`src/sv/hfn_pkg.sv`:
```
// Package with shared types and constants of the height field normal unit.
package hfn_pkg;

    localparam int MAP_DIM     = 256;  // cells per side of the height memory
    localparam int HEIGHT_BITS = 16;   // stored bits per height
    localparam int SQRT_BITS   = 50;   // result bits of the integer square root
    localparam int QUO_BITS    = 17;   // quotient bits before saturation

    typedef enum logic [0:0] {
        OP_WRITE  = 1'b0,
        OP_NORMAL = 1'b1
    } opcode_t;

    localparam logic [1:0] REG_MAP_WIDTH   = 2'd0;
    localparam logic [1:0] REG_MAP_HEIGHT  = 2'd1;
    localparam logic [1:0] REG_SAMPLE_STEP = 2'd2;

endpackage

```
`src/sv/hfn_div.sv`:
```
// Restoring divider giving a saturated Q1.15 component from a magnitude and a root.
module hfn_div
    import hfn_pkg::*;
#(
    parameter int MAG_BITS = 17
)
(
    input  logic                 clk,
    input  logic                 rst_n,
    input  logic                 start,
    input  logic                 neg,
    input  logic [MAG_BITS-1:0]  mag,
    input  logic [SQRT_BITS-1:0] divisor,
    output logic                 done,
    output logic [15:0]          result
);

    localparam int NB = MAG_BITS + 30;
    localparam int CW = $clog2(NB + 1);
    localparam int RW = SQRT_BITS + 1;

    logic [NB-1:0]        num_reg;
    logic [RW-1:0]        rem_reg;
    logic [SQRT_BITS-1:0] div_reg;
    logic [QUO_BITS-1:0]  quo_reg;
    logic                 ovf_reg;
    logic                 neg_reg;
    logic [CW-1:0]        cnt_reg;
    logic                 busy_reg;
    logic                 done_reg;
    logic [RW-1:0]        shifted;
    logic [RW:0]          diff;
    logic                 qbit;
    logic [15:0]          sat;

    assign shifted = {rem_reg[RW-2:0], num_reg[NB-1]};
    assign diff    = {1'b0, shifted} - {2'b00, div_reg};
    assign qbit    = !diff[RW];

    always_ff @(posedge clk or negedge rst_n)
    begin
        if (!rst_n)
        begin
            busy_reg <= 1'b0;
            done_reg <= 1'b0;
            cnt_reg  <= '0;
        end
        else
        begin
            done_reg <= 1'b0;
            if (start)
            begin
                busy_reg <= 1'b1;
                cnt_reg  <= CW'(NB);
                num_reg  <= {mag, 30'd0};
                rem_reg  <= '0;
                div_reg  <= divisor;
                quo_reg  <= '0;
                ovf_reg  <= 1'b0;
                neg_reg  <= neg;
            end
            else if (busy_reg)
            begin
                num_reg <= num_reg << 1;
                rem_reg <= qbit ? diff[RW-1:0] : shifted;
                quo_reg <= {quo_reg[QUO_BITS-2:0], qbit};
                // Any bit that falls off the top means the quotient is far too big.
                if (quo_reg[QUO_BITS-1])
                begin
                    ovf_reg <= 1'b1;
                end
                cnt_reg <= cnt_reg - 1'b1;
                if (cnt_reg == CW'(1))
                begin
                    busy_reg <= 1'b0;
                    done_reg <= 1'b1;
                end
            end
        end
    end

    always_comb
    begin
        if (neg_reg)
        begin
            if (ovf_reg || quo_reg > QUO_BITS'(32768))
                sat = 16'h8000;
            else
                sat = 16'(-quo_reg);
        end
        else
        begin
            if (ovf_reg || quo_reg > QUO_BITS'(32767))
                sat = 16'h7FFF;
            else
                sat = quo_reg[15:0];
        end
    end

    assign done   = done_reg;
    assign result = sat;

endmodule

```
`config.mk`:
```
export PLATFORM = sky130hd
export DESIGN_NAME = hfn_div
export DESIGN_NICKNAME = d
export VERILOG_FILES = /design/src/sv/hfn_pkg.sv /design/src/sv/hfn_div.sv
export SDC_FILE = /design/constraint.sdc
export NUM_CORES = 1
export LEC_CHECK = 0
export BUFFER_PORTS_ARGS = -buffer_cell sky130_fd_sc_hd__buf_2
export CORE_UTILIZATION = 39
export DETAILED_ROUTE_END_ITERATION = 10
export PLACE_DENSITY = 0.57
export SLEW_MARGIN = 10
export SYNTH_ARGS = -nofsm -noshare
export SYNTH_HDL_FRONTEND = slang
export SYNTH_SLANG_ARGS = --single-unit
```
`constraint.sdc`:
```
create_clock -name clk -period 5.2 [get_ports clk]
set_input_delay 1.04 -clock clk [delete_from_list [all_inputs] [get_ports clk]]
set_output_delay 1.04 -clock clk [all_outputs]
set_load 0.01 [all_outputs]
```
# Word-level counts from Yosys, hierarchy flattened
# Index checks and enable logic that the tools add are counted.
# op_classes
add_sub_neg	3
order_cmp	2
eq_ne	1
muxes	18
reduce_logical	6
# ops
op	count
two-way mux 51 bit	2
two-way mux 47 bit	2
subtractor 51 x 50 -> 52 bit	1
two-way mux 16 bit	3
greater-than comparator 17 x 15 -> 1 bit (second input constant)	1
greater-than comparator 17 x 16 -> 1 bit (second input constant)	1
two-way mux 17 bit	1
negation 16 bit	1
two-way mux 6 bit	2
two-way mux 1 bit	8
== test 6 x 1 -> 1 bit (second input constant)	1
subtractor 6 x 1 -> 6 bit (second input constant)	1
AND reduction 2 bit	2
logical OR 1 bit	2
nonzero test 2 bit	1
logical NOT 1 bit	1
# word_totals
reg_bits	175
input_bits	71
output_inout_bits	17
elab_cells	40

# Logic depth before layout (Yosys ltp)
# depth
ltp_word	4
mapped_depth	14
depth_no_buf	13

# Worst setup path before layout
# No wires, ideal clock.
# synth_path
kind	reg-to-output
from	register quo_reg[0]
to	output port result[11]
arrival_time_ns	3.136
required_ns	4.160
path_slack_ns	1.024
path_stages_with_launch	11
path_buffers	1
cell_sequence	edfxtp_1 -> inv_1 -> ha_1 -> or3b_1 -> or4_1 -> or3_1 -> or3_4 -> o21ai_4 -> nand3_2 -> buf_2 -> o311ai_1
# synth_between
elab_chain_len	4
elab_cells_between_ends	8
cone_classes	add/sub (1); order compare (2); mux (3); reduce/logical (2)
# synth_rtl
element	line_no	text
from (decl)	hfn_div.sv:25	logic [QUO_BITS-1:0] quo_reg;
from (signal assigned)	hfn_div.sv:66	quo_reg <= {quo_reg[QUO_BITS-2:0], qbit};
greater-than comparator 17 x 15 -> 1 bit / greater-than comparator 17 x 16 -> 1 bit (equally long branches)	hfn_div.sv:93, hfn_div.sv:86	
logical OR 1 bit (on tied branches)	hfn_div.sv:93, hfn_div.sv:86	
two-way mux 16 bit (on tied branches)	hfn_div.sv:93, hfn_div.sv:86	
two-way mux 16 bit *	hfn_div.sv:84	if (neg_reg)
to (decl)	hfn_div.sv:15	output logic [15:0] result
# Every way passes the cells marked *; elsewhere a longest branch is shown, timed or not.

# Final worst setup path
# layout_path
from	register quo_reg[0]
to	output port result[13]
# The elaborated chain is that of the path after synthesis.

==> reports/results.tsv <==
metric	value	unit
Mapped Area	11000	um2
worst path arrival time	3.94	ns
Synth cell types	69	
combinational power share	28.8	%
diode count	0	
Sum Neg Setup Slack	0	ns
Leakage	5.24	nW
largest net degree at the start of global routing	74	
internal cell power	2.83	mW
die width	170	um
hold buffers post-CTS	0	
clock power share	28.5	%
sequential share of power	42.7	%
Synth Flop Type	edfxtp_1	
post-synthesis sequential area ratio	47.3	%
crit path launch type	flop	
Synth area leader	edfxtp_1	
DRC	0	
Critical Path Source	quo_reg[0]$_SDFFCE_PP0P_	
top cells by area, synth	edfxtp_1, mux2i_1, ha_1, nor2_1, o21ai_0	
worst-case clock buffer depth	2	
top post-synthesis cells by count	edfxtp_1, nor2_1, nand2_1	
clk_skew	0.0110	ns
largest fanout on the critical path	13	
max frequency	201	MHz
final hold vios	0	
Clk pin slew, worst setup/hold paths	0.07	ns
initial antenna violation count	0	
RSZ-0062 raised after global routing	false	
die area	28800	um2
sw frac	32.7	%
ANT nets after route	0	
Final Cycle Share	95.7	%
Core Region	27700	um2
vias in the first global route	8010	
GRT Resource Usage Total	17.9	%
First DRT Iteration DRCs	630	
first-pass GRT wire length	41100	um
CTS Buf Count	17	
Via density	5.38	
slew margin rel.	21.0	%
Warnings, synthesis	0	
Worst VDD drop	0.000176	V
post-synthesis async set-or-reset flop share	4.60	%
FF/Latch Area	5190	um2
mean area per synthesized cell	10.2	um2
worst skew pair latency	0.43	ns
drt first pass iters	5	
Worst Hold Class	reg -> reg	
Fillers	2698	
multi-input logic area	5310	um2
Final Cell Area	12300	um2
port buffer count	87	
most frequent cell after synthesis	edfxtp_1	
Core Rows	61	
Post-DP HPWL	17100	um
worst slew pin tran	1.17	ns
routed length per instance	16.3	um
Hold Startpoint	cnt_reg[5]$_DFFE_PN0N_	
NetSw	1.38	mW
Nets	1264	
GRT overflow	0	
status	finished, final reports clean	
synth-to-layout area growth	12.3	%
DP Area	11700	um2
final WL	24900	um
I/O pin count	88	
Critical R2R Launch	rem_reg[0]$_SDFFCE_PP0P_	
Max Cap Viol	0	
CP Class	reg -> out	
Final Setup Violations	0	
Starting Density	39.6	%
H-Tree Depth	4	
Max Slew Vio Count	0	
CP Capture Type	primary output	
number of flops mapped to enable cells by yosys	166	
Gate Count Post-Synth	1078	
Synth top area share	45.5	%
Post-Syn Nets	1204	
routability cong.	0.854	
post-route minimum period	4.98	ns
CTS tree	built	
Required @ worst endpoint	4.16	ns
Cell Pwr Density	342	nW/um2
Final Hold Slack	0.523	ns
layout cells sized above 1	13.4	%
Yosys reg bits	174	
Die Y	170	um
clock sinks	174	
Vias	8222	
CTS root buf	clkbuf_16	
[final timing paths]
check | to | slack [ns] | cells after the start
hold reg to reg | cnt_reg[5]$_DFFE_PN0N_ | 0.52 | 2
setup / recovery | result[13] | 0.22 | 11
hold / removal | cnt_reg[5]$_DFFE_PN0N_ | 0.52 | 2
min in group asynchronous | cnt_reg[5]$_DFFE_PN0N_ | 0.56 | 1
max in group asynchronous | busy_reg$_DFF_PN0_ | 4.26 | 1
setup reg to reg | rem_reg[21]$_SDFFCE_PP0P_ | 1.20 | 10
[per-stage QoR]
step	utilization (%)	total power, mW	setup slack (ns)	cells
CTS	44.3	4.24	0.116	1527
finish	44.4	4.21	0.222	1529
global placement	42.4	3.01	0.682	1495
floorplan	-	2.72	1.02	1078
detailed placement	42.4	3.03	0.588	1495
global route	44.4	4.46	0.00593	1529
[cell usage in the layout, fill, tap and decap left out, types with 4 or more instances in the layout]
master / netlist / final
edfxtp_1: 166 / 166
nor2_1: 109 / 108
buf_2: 4 / 85
nand2_1: 84 / 83
mux2i_1: 82 / 82
inv_1: 76 / 76
o21ai_0: 71 / 71
a21oi_1: 58 / 58
ha_1: 54 / 54
a211oi_1: 28 / 28
xnor2_1: 25 / 25
xor2_1: 20 / 20
nand4_1: 19 / 19
a21o_1: 19 / 19
nor3_1: 18 / 18
a22o_1: 17 / 17
clkbuf_16: 0 / 17
nand3_1: 17 / 16
buf_4: 4 / 13
o311ai_1: 11 / 11
o21a_1: 11 / 11
a31oi_1: 10 / 10
a32oi_1: 10 / 10
nand2b_1: 8 / 8
or3_4: 7 / 7
dfrtp_1: 8 / 7
and2_1: 7 / 6
o211ai_1: 6 / 6
a311oi_1: 6 / 6
o31ai_1: 6 / 5
a211o_1: 5 / 5
nor4_1: 4 / 4
or3b_1: 4 / 4
nor2b_1: 5 / 4
o21bai_1: 4 / 4
clkinv_4: 0 / 4
[timing repair]
action | in CTS | in global routing
endpoints found under the setup margin | 0 | 12
buffers inserted | 0 | 2
resized for setup | 0 | 3
[metal layers]
layer  GRT usage (%)  vias up  part of all wire (%)  routed length (um)
met5               0        -                     0                   0
met4            3.88        0                  0.96                 240
met3            2.92       18                   3.6                 905
met2            28.3      174                    45               11200
met1            25.7     3900                    50               12600
li1                -     4130                     -                   -
[logic make-up after synthesis]
kind of cell | after synthesis | share of synthesized area (%)
simple gates | 302 | 13.1
mux | 82 | 7.49
flops | 174 | 47.3
buf+inv | 133 | 4.74
xor+xnor | 45 | 3.59
fa+ha+maj | 55 | 6.34
compound gates | 287 | 17.5
[final cells by class]
class / count / share of cell area (%)
Tap cell: 378 / 3.84
Clock buffer: 19 / 3.52
Inverter: 76 / 2.32
Multi-Input combinational cell: 771 / 43.1
Timing Repair Buffer: 98 / 4.25
Clock inverter: 13 / 0.864
Sequential cell: 174 / 42.1
[worst max-delay path: stages, from the launching register on]
cell,delay (ns)
edfxtp_1,0.47
inv_1,0.12
ha_1,0.19
or3b_1,0.41
or4_1,0.54
or3_1,0.37
or3_4,0.37
o21ai_4,0.24
nand3_4,0.19
or3b_1,0.41
nand3_1,0.08
buf_2,0.14
[power by group through the flow]
stage / clock network (mW) / logic (mW) / registers [mW]
2_1_floorplan: 0 / 0.922 / 1.80
3_3_place_gp: 0 / 1.19 / 1.82
3_5_place_dp: 0 / 1.20 / 1.83
4_1_cts: 1.24 / 1.21 / 1.80
5_1_grt: 1.29 / 1.35 / 1.82
6_report: 1.20 / 1.21 / 1.80
Power figures use the tool's default switching activity.
