`config.mk`:
```
export PLATFORM = sky130hd
export DESIGN_NAME = hfn_sqrt
export DESIGN_NICKNAME = d
export VERILOG_FILES = /design/src/sv/hfn_pkg.sv /design/src/sv/hfn_sqrt.sv
export SDC_FILE = /design/constraint.sdc
export NUM_CORES = 1
export LEC_CHECK = 0
export ABC_AREA = 0
export BUFFER_PORTS_ARGS = -buffer_cell sky130_fd_sc_hd__buf_4
export CORE_MARGIN = 5
export CORE_UTILIZATION = 45
export CTS_CLUSTER_DIAMETER = 100
export DETAILED_ROUTE_END_ITERATION = 8
export PLACE_DENSITY = 0.73
export SLEW_MARGIN = 10
export SYNTH_ARGS = -nofsm -noshare
export SYNTH_HDL_FRONTEND = slang
export SYNTH_SLANG_ARGS = --single-unit
```
`constraint.sdc`:
```
create_clock -name clk -period 7.37 [get_ports clk]
set_input_delay 0.3685 -clock clk [delete_from_list [all_inputs] [get_ports clk]]
set_output_delay 0.3685 -clock clk [all_outputs]
set_load 0.01 [all_outputs]
```
`src/sv/hfn_pkg.sv`:
```
// Package with shared types and constants of the height field normal unit.
package hfn_pkg;

    localparam int MAP_DIM     = 256;  // cells per side of the height memory
    localparam int HEIGHT_BITS = 16;   // stored bits per height
    localparam int SQRT_BITS   = 50;   // result bits of the integer square root
    localparam int QUO_BITS    = 17;   // quotient bits before saturation

    typedef enum logic [0:0] {
        OP_WRITE  = 1'b0,
        OP_NORMAL = 1'b1
    } opcode_t;

    localparam logic [1:0] REG_MAP_WIDTH   = 2'd0;
    localparam logic [1:0] REG_MAP_HEIGHT  = 2'd1;
    localparam logic [1:0] REG_SAMPLE_STEP = 2'd2;

endpackage

```
`src/sv/hfn_sqrt.sv`:
```
// Bit-serial integer square root, one result bit per cycle.
module hfn_sqrt
    import hfn_pkg::*;
#(
    parameter int RAD_BITS = 100
)
(
    input  logic                 clk,
    input  logic                 rst_n,
    input  logic                 start,
    input  logic [RAD_BITS-1:0]  radicand,
    output logic                 done,
    output logic [SQRT_BITS-1:0] root
);

    localparam int CW = $clog2(SQRT_BITS + 1);

    logic [RAD_BITS-1:0]  rem_reg;
    logic [RAD_BITS-1:0]  rad_reg;
    logic [SQRT_BITS-1:0] root_reg;
    logic [CW-1:0]        cnt_reg;
    logic                 busy_reg;
    logic                 done_reg;
    logic [RAD_BITS+1:0]  trial;
    logic [RAD_BITS+1:0]  shifted;

    // Classic restoring method: bring down two radicand bits per step.
    assign shifted = {rem_reg, rad_reg[RAD_BITS-1 -: 2]};
    assign trial   = shifted - {{(RAD_BITS+2-SQRT_BITS-2){1'b0}}, root_reg, 2'b01};

    always_ff @(posedge clk or negedge rst_n)
    begin
        if (!rst_n)
        begin
            busy_reg <= 1'b0;
            done_reg <= 1'b0;
            cnt_reg  <= '0;
        end
        else
        begin
            done_reg <= 1'b0;
            if (start)
            begin
                busy_reg <= 1'b1;
                cnt_reg  <= CW'(SQRT_BITS);
                rem_reg  <= '0;
                rad_reg  <= radicand;
                root_reg <= '0;
            end
            else if (busy_reg)
            begin
                rad_reg <= rad_reg << 2;
                if (!trial[RAD_BITS+1])
                begin
                    rem_reg  <= trial[RAD_BITS-1:0];
                    root_reg <= {root_reg[SQRT_BITS-2:0], 1'b1};
                end
                else
                begin
                    rem_reg  <= shifted[RAD_BITS-1:0];
                    root_reg <= {root_reg[SQRT_BITS-2:0], 1'b0};
                end
                cnt_reg <= cnt_reg - 1'b1;
                if (cnt_reg == CW'(1))
                begin
                    busy_reg <= 1'b0;
                    done_reg <= 1'b1;
                end
            end
        end
    end

    assign done = done_reg;
    assign root = root_reg;

endmodule

```
; ---- After elaboration in Yosys (flattened, before gate mapping)
; Index checks and enable logic that the tools add are counted.
[word_totals]
ff_bits = 258
input_bits = 103
output_inout_bits = 51
elab_cells = 25
[classes]
n_addsub = 2
eq_ne = 1
mux = 14
reduce_logical = 2
[ops]
columns = op, n
row1 = 100-bit two-way mux, 4
row2 = 102-bit by 52-bit subtractor with 102-bit output, 1
row3 = 50-bit two-way mux, 1
row4 = 6-bit two-way mux, 2
row5 = 1-bit two-way mux, 7
row6 = 6-bit by 1-bit equality test with 1-bit output (second input constant), 1
row7 = 6-bit by 1-bit subtractor with 6-bit output (second input constant), 1
row8 = 2-bit AND reduction, 1
row9 = 2-bit nonzero test, 1

; ---- Longest topological paths before layout
; Gate-level depths: netlist of run 1.
[logic_depth]
depth_word = 4
ltp_mapped = 16
depth_no_buf = 11

; ---- Least setup slack after synthesis of run 1
; OpenSTA, ideal clock, no wires.
[synth_timing]
path_type = register -> register
startpoint = reg busy_reg
endpoint = reg rad_reg[0], enable pin
t_arrival_ps = 5391
slack_ps = 1408
path_stages_with_launch = 5
period_less_slack_ps = 5962
path_cell_list = dfrtp_1 > clkbuf_1 > clkbuf_1 > nor2_1 > nor2b_1
[synth_via]
elab_chain_len = 2
[synth_lines]
columns = element, line
row1 = from (decl), hfn_sqrt.sv:22  ; logic busy_reg;
row2 = from (signal assigned), hfn_sqrt.sv:35  ; busy_reg <= 1'b0;
row3 = from (signal assigned), hfn_sqrt.sv:44  ; busy_reg <= 1'b1;
row4 = from (signal assigned), hfn_sqrt.sv:66  ; busy_reg <= 1'b0;
row5 = 2-bit nonzero test (no line), -
row6 = 2-bit AND reduction (no line), -
row7 = to (signal assigned), hfn_sqrt.sv:47  ; rad_reg <= radicand;
row8 = to (signal assigned), hfn_sqrt.sv:52  ; rad_reg <= rad_reg << 2;
row9 = to (decl), hfn_sqrt.sv:19  ; logic [RAD_BITS-1:0] rad_reg;
; Every way passes these cells.
; A chain may end at the register's enable or synchronous reset.

; ---- Worst setup path in the final report of run 1
[layout_timing]
startpoint = reg root_reg[16] (netlist: root[16])
endpoint = reg rem_reg[18] (data pin)
[layout_via]
elab_chain_len = 3
[layout_lines]
columns = element, line
row1 = from (decl), hfn_sqrt.sv:20  ; logic [SQRT_BITS-1:0] root_reg;
row2 = from (signal assigned), hfn_sqrt.sv:56  ; root_reg <= {root_reg[SQRT_BITS-2:0], 1'b1};
row3 = from (signal assigned), hfn_sqrt.sv:61  ; root_reg <= {root_reg[SQRT_BITS-2:0], 1'b0};
row4 = 102-bit by 52-bit subtractor with 102-bit output, hfn_sqrt.sv:29  ; assign trial = shifted - {{(RAD_BITS+2-SQRT_BITS-2){1'b0}}, root_reg, 2'b01};
row5 = 100-bit two-way mux, hfn_sqrt.sv:53  ; if (!trial[RAD_BITS+1])
row6 = 100-bit two-way mux, hfn_sqrt.sv:50  ; else if (busy_reg)
row7 = to (signal assigned), hfn_sqrt.sv:55  ; rem_reg <= trial[RAD_BITS-1:0];
row8 = to (signal assigned), hfn_sqrt.sv:60  ; rem_reg <= shifted[RAD_BITS-1:0];
row9 = to (decl), hfn_sqrt.sv:18  ; logic [RAD_BITS-1:0] rem_reg;
; Every way passes these cells.

==> flow_metrics.py, run 1 <==
metrics = {
    "status": {
        "status": "finished, final reports clean",
    },
    "placed_design": {
        "dpl.cell_count": 2132,
        "placedInstanceArea_sq_mm": 0.0180,
        "gp_congestion": 0.951,
        "port-buffer-count": 153,
        "place_hpwl_um": 27800,
    },
    "floorplanning": {
        "core-area_sq_mm": 0.0364,
        "die_y_um": 202,
        "start_util": 0.454,
        "io-pin-count": 154,
        "die_x_um": 202,
        "die_area_sq_mm": 0.0407,
        "row_count": 70,
    },
    "drt": {
        "drc": 0,
        "drtIter0Drc": 1228,
        "routed_wl_um": 40400,
        "num_vias": 12961,
        "avgViaCountPerCell": 5.93,
        "post_drt_wl_per_cell_um": 18.5,
        "drt_pass1_iterations": 5,
        "ant_nets": 0,
    },
    "sta": {
        "rsz0062_at_grt": "false",
        "hold_ws_ps": 84.1,
        "fin_tns_setup_ps": 0,
        "finalMaxSlewViolations": 0,
        "hold_viol": 0,
        "period_share": 0.637,
        "setup_viol": 0,
        "fin_crit_ps": 4690,
        "fmax_mhz": 213,
        "slew_headroom": 0.188,
        "worst_pin_slew_ps": 1190,
        "finClkSkew_ps": 14.0,
    },
    "global_routing": {
        "grt_antenna_before_repair": 0,
        "grt_overflow_total": 0,
        "grt_pass1_vias": 12921,
        "grt_max_degree": 196,
        "track_usage": 0.192,
        "grt_pass1_wl_um": 66500,
    },
    "power_and_ir_drop": {
        "irDropWorstVdd_v": 0.000217,
        "p_per_area_mw_per_mm2": 230,
        "power_leakage_nw": 7.40,
        "fin_total_pwr_mw": 4.37,
    },
    "critical_path": {
        "crit_fanout": 67,
        "cp_num_buf_inv": 2,
        "path_class": "reg2reg",
        "cp_cell_sequence": "inv_1, ha_1, a21oi_1, o21ai_0, a22oi_1, a2111oi_2, o311ai_1, nand3_4, buf_4, mux2_2, mux2i_1, nor2_1",
        "startpoint_type": "register",
        "slowest_stage": "buf_4",
        "worstPathRequired_ps": 7660,
        "crit_family": "compound AO/OA/AOI/OAI gates",
        "arrival_ps": 4990,
        "slowest_delay_ps": 740,
        "end_kind": "register",
    },
    "clock_tree": {
        "h-tree-depth": 1,
        "clk_pin_slew_ps": 60,
        "post_cts_resized": 0,
        "post_cts_buffers": 0,
        "cts_tree": "yes",
        "clock-sinks": 258,
        "cts_buffers": 29,
        "cts_hold_buf": 0,
        "cts-root-buf": "clkbuf_16",
        "insertion_delay_ps": 580,
        "clockBufferDepth": 3,
    },
    "synthesis": {
        "yosys_warnings": 0,
        "synth_top_area_cell": "edfxtp_1",
        "synth-seq-cells": 258,
        "syn_area_per_cell_sq_um": 10.4,
        "synth_top_flop_cell": "edfxtp_1",
        "yosysTopAreaCellShare": 0.454,
        "yosys-top-cells-area": "edfxtp_1, mux2_2, nor2_1",
        "synth.net_count": 1753,
        "synth_edf_count": 250,
        "synthArstFlopShare": 0.0310,
        "synth_area_sq_mm": 0.0165,
        "syn_inst": 1597,
        "ys_types": 72,
        "ys_seq_area_frac": 0.466,
    },
    "finish": {
        "final_common_cell": "edfxtp_1",
        "drive_gt1_frac": 0.195,
        "regArea_sq_mm": 0.00771,
        "finalNonFillerCells": 2186,
        "nFillCells": 3215,
        "multi_input_area_sq_mm": 0.00819,
        "nets": 1851,
        "area_delta_synth_final_pct": 15.1,
        "n_antenna_cell": 0,
        "layout_common_cells": "edfxtp_1, nor2_1, buf_4, mux2_2, a21oi_1",
        "design_area_sq_mm": 0.0190,
    },
    "min_path": {
        "min_path_type": "in2reg",
    },
    "flow_run": {
        "cap_violations": 0,
    },
}
logic make-up (layout without fill, tap and decap cells):
group           Yosys count  count (layout)  synth area share
compound gates          338             338             0.139
xor+xnor                 85              85            0.0450
fa+ha+maj                53              53            0.0401
buf+inv                 168             289            0.0397
flops                   258             258             0.466
mux                     177             177             0.115
simple gates            518             518             0.155
worst paths after layout:
check / end / cells past startpoint / slack, ps / start
max: rem_reg[18]$_SDFFCE_PP0P_ / 12 / 2680 / root[16]$_SDFFCE_PP0P_
min: rad_reg[1]$_SDFFCE_PN0P_ / 2 / 80 / radicand[1]
max reg2reg: rem_reg[18]$_SDFFCE_PP0P_ / 12 / 2680 / root[16]$_SDFFCE_PP0P_
min reg2reg: cnt_reg[5]$_DFFE_PN0N_ / 2 / 520 / cnt_reg[5]$_DFFE_PN0N_
max in group asynchronous: busy_reg$_DFF_PN0_ / 2 / 6410 / rst_n
min in group asynchronous: busy_reg$_DFF_PN0_ / 2 / 240 / rst_n
power by group:
| group | internal [mW] | switching, mW |
|---|---|---|
| combinational | 0.418 | 0.556 |
| clock | 0.931 | 0.615 |
| sequential | 1.76 | 0.0919 |
| total | 3.11 | 1.26 |
final cells by class:
| cell class | instances | share of cell area |
|---|---|---|
| multi-input cells | 1171 | 0.430 |
| flip-flops and latches | 258 | 0.405 |
| repair buffers | 163 | 0.0655 |
| clock buffers | 30 | 0.0384 |
| well taps | 468 | 0.0308 |
| clock inverters | 24 | 0.0153 |
| inverters | 72 | 0.0142 |
Yosys cell counts, types with 9 or more instances:
cell and n:
a21o_1 21, a311oi_1 10, or3_1 16, nand4_1 22, a31oi_1 9, xnor2_1 65
nor4_1 38, o21ai_0 43, edfxtp_1 250, and3_1 11, ha_1 53, or4_1 13
buf_1 9, a211oi_1 84, nor3_1 37, clkbuf_1 71, nand3_1 18, inv_1 72
o21bai_1 14, a21oi_1 91, mux2i_1 74, buf_2 14, and4_1 10, nand2_1 73
nor2_1 218, xor2_1 20, o31ai_1 9, mux2_2 103, nand2b_1 15, and2_1 12
metrics by stage:
stage	worst slack, ps	utilization
5_1_grt	2280	0.522
4_1_cts	2700	0.522
3_3_place_gp	2780	0.494
2_1_floorplan	1410	-
3_5_place_dp	2740	0.494
6_report	2680	0.522
per-layer routing:
metal  track usage  vias to the layer above  wire length [um]
li1              -                     6198                 -
met1         0.263                     6192             17500
met2         0.305                      499             18500
met3        0.0525                       72              3660
met4        0.0493                        0               790
met5             0                        -                 0
Note: power is estimated with default switching activity, not from simulation.
==> run 2, diff against run 1 <==
--- a/config.mk
+++ b/config.mk
@@ -5,7 +5,7 @@
 export SDC_FILE = /design/constraint.sdc
 export NUM_CORES = 1
 export LEC_CHECK = 0
-export ABC_AREA = 0
+export ABC_AREA = 1
 export BUFFER_PORTS_ARGS = -buffer_cell sky130_fd_sc_hd__buf_4
 export CORE_MARGIN = 5
 export CORE_UTILIZATION = 45
==> constraint.sdc (replaced) <==
create_clock -name clk -period 4.6 [get_ports clk]
set_input_delay 0.23 -clock clk [delete_from_list [all_inputs] [get_ports clk]]
set_output_delay 0.23 -clock clk [all_outputs]
set_load 0.01 [all_outputs]
==> run 2 against run 1 <==
Final area is 17% higher. Largest power group unchanged. Worst hold slack worse by 52 ps. Via count is 44% higher. Maximum frequency is 31% higher. Critical path depth is 5 higher. Combinational power is 100% higher. First-iteration DRC count is 30% higher. Sequential power is 59% higher. Highest routed layer is now met5. Wire length is 58% higher. Sequential share of layout area is 6.0 points lower. Global-route usage is 7.7 points higher.
==> flow_metrics.py, run 2 <==
metrics = {
    "sta": {
        "worst_pin_slew_ps": 1180,
        "finalWorstSetupSlack_ps": 1010,
        "rsz0062_at_grt": "false",
        "slew_headroom": 0.213,
        "fin_tns_setup_ps": 0,
        "fmax_mhz": 279,
        "setup_viol": 0,
        "finalMaxSlewViolations": 0,
        "hold_viol": 0,
        "fin_crit_ps": 3590,
        "finClkSkew_ps": 21.0,
        "period_share": 0.780,
    },
    "clock_tree": {
        "clockBufferDepth": 3,
        "clock-sinks": 258,
        "clk_pin_slew_ps": 70,
        "post_cts_buffers": 0,
        "cts-root-buf": "clkbuf_16",
        "insertion_delay_ps": 580,
        "h-tree-depth": 1,
        "cts_tree": "yes",
        "cts_buffers": 29,
    },
    "flow_run": {
        "cap_violations": 0,
    },
    "floorplanning": {
        "row_count": 74,
        "core-area_sq_mm": 0.0411,
        "die_y_um": 214,
        "start_util": 0.457,
        "die_area_sq_mm": 0.0460,
        "die_x_um": 214,
        "io-pin-count": 154,
    },
    "critical_path": {
        "cp_cell_sequence": "inv_1, ha_1, o21ai_1, nand2_1, nand2_1, nand2_1, nand2_1, nand3_2, nand2_1, nand2_2, nand2_2, nand3_1, nand2_2, buf_12, nand2_1, nand3_1, o21ai_1",
        "reg2reg_slack_ps": 1010,
        "slowest_stage": "nand2_2",
        "worstPathRequired_ps": 4880,
        "end_kind": "register",
        "reg2reg_to": "rem_reg[11]$_SDFFCE_PP0P_",
        "crit_fanout": 48,
        "startpoint_type": "register",
        "slowest_delay_ps": 660,
        "arrival_ps": 3860,
        "cpMostUsedCell": "nand2_1",
        "path_class": "reg2reg",
        "worstRegToRegCells": 17,
        "r2r_start": "root[0]$_SDFFCE_PP0P_",
        "critPathLaunch": "root[0]$_SDFFCE_PP0P_",
    },
    "synthesis": {
        "synth_most_common_cell": "nand2_1",
        "syn_area_per_cell_sq_um": 6.78,
        "synth-seq-cells": 258,
        "synthArstFlopShare": 0.0310,
        "yosys_warnings": 0,
        "ys_types": 36,
        "synth_top_area_cell": "edfxtp_1",
        "yosysTopAreaCellShare": 0.399,
        "synth.net_count": 2930,
        "synth_area_sq_mm": 0.0188,
        "syn_inst": 2774,
        "synth_edf_count": 250,
        "yosys-top-cells-count": "nand2_1, inv_1, edfxtp_1, nor2_1, nand3_1",
        "yosys-top-cells-area": "edfxtp_1, nand2_1, inv_1",
        "synth_top_flop_cell": "edfxtp_1",
        "ys_seq_area_frac": 0.410,
    },
    "global_routing": {
        "grt_overflow_total": 0,
        "grt_pass1_wl_um": 99700,
        "grt_pass1_vias": 18013,
        "track_usage": 0.269,
        "grt_antenna_before_repair": 4,
        "grt_max_degree": 98,
    },
    "min_path": {
        "holdPathEnd": "rad_reg[99]$_DFFE_PP_",
        "min_path_type": "in2reg",
        "min_delay_path_depth": 3,
        "worstHoldStart": "radicand[99]",
    },
    "drt": {
        "num_vias": 18706,
        "wl_met2_um": 28500,
        "post_drt_wl_per_cell_um": 18.0,
        "routed_wl_um": 63800,
        "ant_nets": 0,
        "drtIter0Drc": 1594,
        "drc": 0,
        "avgViaCountPerCell": 5.27,
        "drt_pass1_iterations": 7,
        "wl_met1_um": 27600,
        "top_layer": "met5",
        "wl_met3_um": 5760,
    },
    "power_and_ir_drop": {
        "p_per_area_mw_per_mm2": 325,
        "irDropWorstVdd_v": 0.000258,
        "power_leakage_nw": 11.0,
    },
    "finish": {
        "drive_gt1_frac": 0.0839,
        "nFillCells": 3896,
        "area_delta_synth_final_pct": 18.8,
        "layout_common_cells": "nand2_1, inv_1, edfxtp_1, nor2_1, nand3_1",
        "final_common_cell": "nand2_1",
        "nets": 3150,
    },
    "placed_design": {
        "place_hpwl_um": 46600,
        "port-buffer-count": 153,
        "pre_cts_ws_ps": 1090,
        "gp_congestion": 1.03,
    },
    "status": {
        "status": "finished, final reports clean",
    },
}
## run 2: cell count changes in the layout (fill, tap and decap cells not counted), sizes merged, moves of 48 or more
cell,delta
mux2i,-74
nand3,+158
dlygate4sd3,+99
a211oi,-85
nand2,+1206
inv,+336
o22ai,+48
mux2,-103
## run 2: per-stage QoR
stage | utilization | instances | hold slack [ps] | cell area (sq um) | power, mW
CTS | 0.543 | 3549 | 11.9 | 22300 | 7.24
global placement | 0.496 | 3396 | 472 | 20400 | 4.80
floorplan | - | 2774 | -65.6 | 18800 | 4.18
finish | 0.543 | 3552 | 31.9 | 22300 | 7.25
global route | 0.543 | 3551 | 16.6 | 22300 | 7.62
detailed placement | 0.496 | 3396 | 480 | 20400 | 4.81
## run 2: critical path, delay by kind of cell, from the launching register on
family                   cells  cell delay [ps]
flip-flops                   1              400
AND/OR/NAND/NOR             12             1920
buffers and inverters        2              440
AO/OA/AOI/OAI                2              170
adder cells (fa/ha/maj)      1              310
## run 2: area by class of cell
| class | instances | area (sq um) | area share |
|---|---|---|---|
| Antenna cell | 3 | 7.51 | 0.000336 |
| Clock buffer | 31 | 733 | 0.0329 |
| Clock inverter | 23 | 216 | 0.00970 |
| Inverter | 407 | 1530 | 0.0685 |
| Multi-Input combinational cell | 2030 | 9170 | 0.411 |
| Sequential cell | 258 | 7710 | 0.345 |
| Tap cell | 532 | 666 | 0.0298 |
| Timing Repair Buffer | 268 | 2290 | 0.103 |
## run 2: report_power, final
group	switching, mW	internal [mW]
registers	0.131	2.81
clock network	1.03	1.33
logic	1.28	0.674
## run 2: worst max path at each step
stage,to,slack [ps],cells past startpoint
floorplan,rad_reg[0]$_SDFFCE_PN0P_,680,4
global placement,rem_reg[10]$_SDFFCE_PP0P_,1160,15
detailed placement,rem_reg[10]$_SDFFCE_PP0P_,1090,17
CTS,rem_reg[11]$_SDFFCE_PP0P_,1050,17
global route,rem_reg[11]$_SDFFCE_PP0P_,760,17
finish,rem_reg[11]$_SDFFCE_PP0P_,1010,17
## run 2: kinds of logic after synthesis
group / after synthesis / synth area share
adder cells (fa/ha/maj): 53 / 0.0353
flip-flops: 258 / 0.410
AND/OR/NAND/NOR: 1734 / 0.372
XOR/XNOR: 50 / 0.0233
AO/OA/AOI/OAI: 193 / 0.0563
buffers and inverters: 486 / 0.103
## run 2: routing by layer
metal | track usage | up-vias
met5 | 0 | -
met4 | 0.0786 | 2
met3 | 0.0531 | 113
met2 | 0.433 | 753
met1 | 0.372 | 8641
li1 | - | 9197
## run 2: repair_timing
| action | 4_1_cts | 5_1_grt |
|---|---|---|
| gates resized for setup | 0 | 0 |
| hold endpoints to repair | 110 | 0 |
| hold buffers | 99 | 0 |
==> run 3, diff against run 2 <==
==> constraint.sdc (replaced) <==
create_clock -name clk -period 3.5 [get_ports clk]
set_input_delay 0.175 -clock clk [delete_from_list [all_inputs] [get_ports clk]]
set_output_delay 0.175 -clock clk [all_outputs]
set_load 0.01 [all_outputs]
==> run 3 against run 2 <==
Cell count grew 0.42%. Utilization grew 0.50 points. Sequential cell count is the same. Final area grew 0.91%. Setup slack lost 620 ps. Die area is the same. First-iteration DRC count grew 23%. Non-clock buffer count grew 15. Largest power group unchanged.
==> flow_metrics.py, run 3 (synthesis results as in run 2) <==
metrics = {
    "power_and_ir_drop": {
        "fin_total_pwr_mw": 9.66,
        "power_leakage_nw": 11.2,
        "p_per_area_mw_per_mm2": 429,
        "irDropWorstVdd_v": 0.000381,
    },
    "finish": {
        "drive_gt1_frac": 0.0874,
        "nets": 3166,
        "design_area_sq_mm": 0.0225,
        "final_common_cell": "nand2_1",
        "layout_common_cells": "nand2_1, inv_1, edfxtp_1, nor2_1",
        "nFillCells": 3907,
        "area_delta_synth_final_pct": 19.8,
        "finalNonFillerCells": 3567,
    },
    "placed_design": {
        "place_hpwl_um": 48500,
        "port-buffer-count": 153,
        "placedInstanceArea_sq_mm": 0.0205,
        "gp_congestion": 1.03,
        "dpl.cell_count": 3409,
        "pre_cts_ws_ps": 466,
    },
    "flow_run": {
        "cap_violations": 0,
    },
    "drt": {
        "drc": 0,
        "ant_nets": 0,
        "routed_wl_um": 66200,
        "drtIter0Drc": 1954,
        "avgViaCountPerCell": 5.32,
        "drt_pass1_iterations": 6,
        "post_drt_wl_per_cell_um": 18.5,
        "num_vias": 18976,
    },
    "clock_tree": {
        "cts-root-buf": "clkbuf_16",
        "cts_hold_buf": 101,
        "insertion_delay_ps": 610,
        "h-tree-depth": 1,
        "clock-sinks": 258,
        "cts_tree": "yes",
        "post_cts_buffers": 0,
        "cts_buffers": 30,
        "post_cts_resized": 0,
        "clk_pin_slew_ps": 60,
        "clockBufferDepth": 3,
    },
    "floorplanning": {
        "io-pin-count": 154,
        "die_x_um": 214,
        "start_util": 0.457,
        "core-area_sq_mm": 0.0411,
        "die_area_sq_mm": 0.0460,
        "row_count": 74,
        "die_y_um": 214,
    },
    "critical_path": {
        "crit_fanout": 5,
        "end_kind": "register",
        "arrival_ps": 3460,
        "path_class": "reg2reg",
        "startpoint_type": "register",
        "worstPathRequired_ps": 3860,
    },
    "global_routing": {
        "track_usage": 0.277,
        "grt_max_degree": 101,
        "grt_pass1_wl_um": 102000,
        "grt_antenna_before_repair": 1,
        "grt_overflow_total": 0,
        "grt_pass1_vias": 18486,
    },
    "sta": {
        "finalMaxSlewViolations": 0,
        "hold_viol": 0,
        "finalWorstSetupSlack_ps": 396,
        "fmax_mhz": 322,
        "rsz0062_at_grt": "false",
        "finClkSkew_ps": 23.8,
        "fin_crit_ps": 3100,
        "worst_pin_slew_ps": 1210,
        "slew_headroom": 0.194,
        "setup_viol": 0,
        "fin_tns_setup_ps": 0,
        "period_share": 0.887,
    },
    "min_path": {
        "min_path_type": "in2async",
    },
    "status": {
        "status": "finished, final reports clean",
    },
}
-- run 3: cell count changes in the layout (fill, tap and decap cells not counted), sizes merged --
cell	previous run	this run
clkinvlp	5	1
clkinv	13	17
diode	3	2
dlygate4sd3	99	101
buf	169	182
inv	409	407
clkbuf	31	34
-- run 3: worst paths after layout --
kind | startpoint | end | slack [ps] | cells past startpoint
setup / recovery | root[47]$_SDFFCE_PP0P_ | rem_reg[54]$_SDFFCE_PP0P_ | 400 | 13
hold / removal | rst_n | cnt_reg[4]$_DFFE_PN0N_ | 90 | 2
setup reg to reg | root[47]$_SDFFCE_PP0P_ | rem_reg[54]$_SDFFCE_PP0P_ | 400 | 13
hold reg to reg | cnt_reg[3]$_DFFE_PN0N_ | cnt_reg[3]$_DFFE_PN0N_ | 500 | 1
max in group asynchronous | rst_n | cnt_reg[0]$_DFFE_PN0N_ | 2420 | 3
min in group clk | start | cnt_reg[5]$_DFFE_PN0N_ | 90 | 3
-- run 3: critical path, stage by stage (launching register included) --
cell,delay (ps)
edfxtp_1,420
inv_1,130
ha_1,280
a21oi_1,270
nand2_1,150
a21oi_1,380
nand2_1,90
a21oi_1,450
nand2_1,240
xnor2_1,190
nand2_1,70
nand2_1,50
nand3_1,60
nand2_1,70
-- run 3: report_power, final --
part / total, mW / switching, mW / internal [mW]
clock network: 3.17 / 1.37 / 1.80
registers: 3.86 / 0.173 / 3.69
logic: 2.63 / 1.72 / 0.910
total: 9.66 / 3.27 / 6.39
-- run 3: layout make-up --
cell class | count | area (sq um) | area share
diodes | 2 | 5.00 | 0.000222
clock buffers | 34 | 766 | 0.0340
clock inverters | 21 | 210 | 0.00933
inverters | 407 | 1530 | 0.0679
multi-input cells | 2030 | 9170 | 0.407
flip-flops and latches | 258 | 7710 | 0.342
well taps | 532 | 666 | 0.0296
repair buffers | 283 | 2470 | 0.110
-- run 3: per-stage QoR --
stage / utilization / hold slack, ps
after floorplan: - / -121
after global placement: 0.499 / 124
after detailed placement: 0.499 / 128
after CTS: 0.548 / 43.1
after global routing: 0.548 / 90.8
final: 0.548 / 86.6
-- run 3: layer usage --
layer | share of wire | global-route usage | vias to the layer above
met2 | 0.45 | 0.448 | 855
met3 | 0.090 | 0.0539 | 124
met1 | 0.43 | 0.380 | 8779
li1 | - | - | 9218
met5 | 0 | 0 | -
met4 | 0.036 | 0.0852 | 0
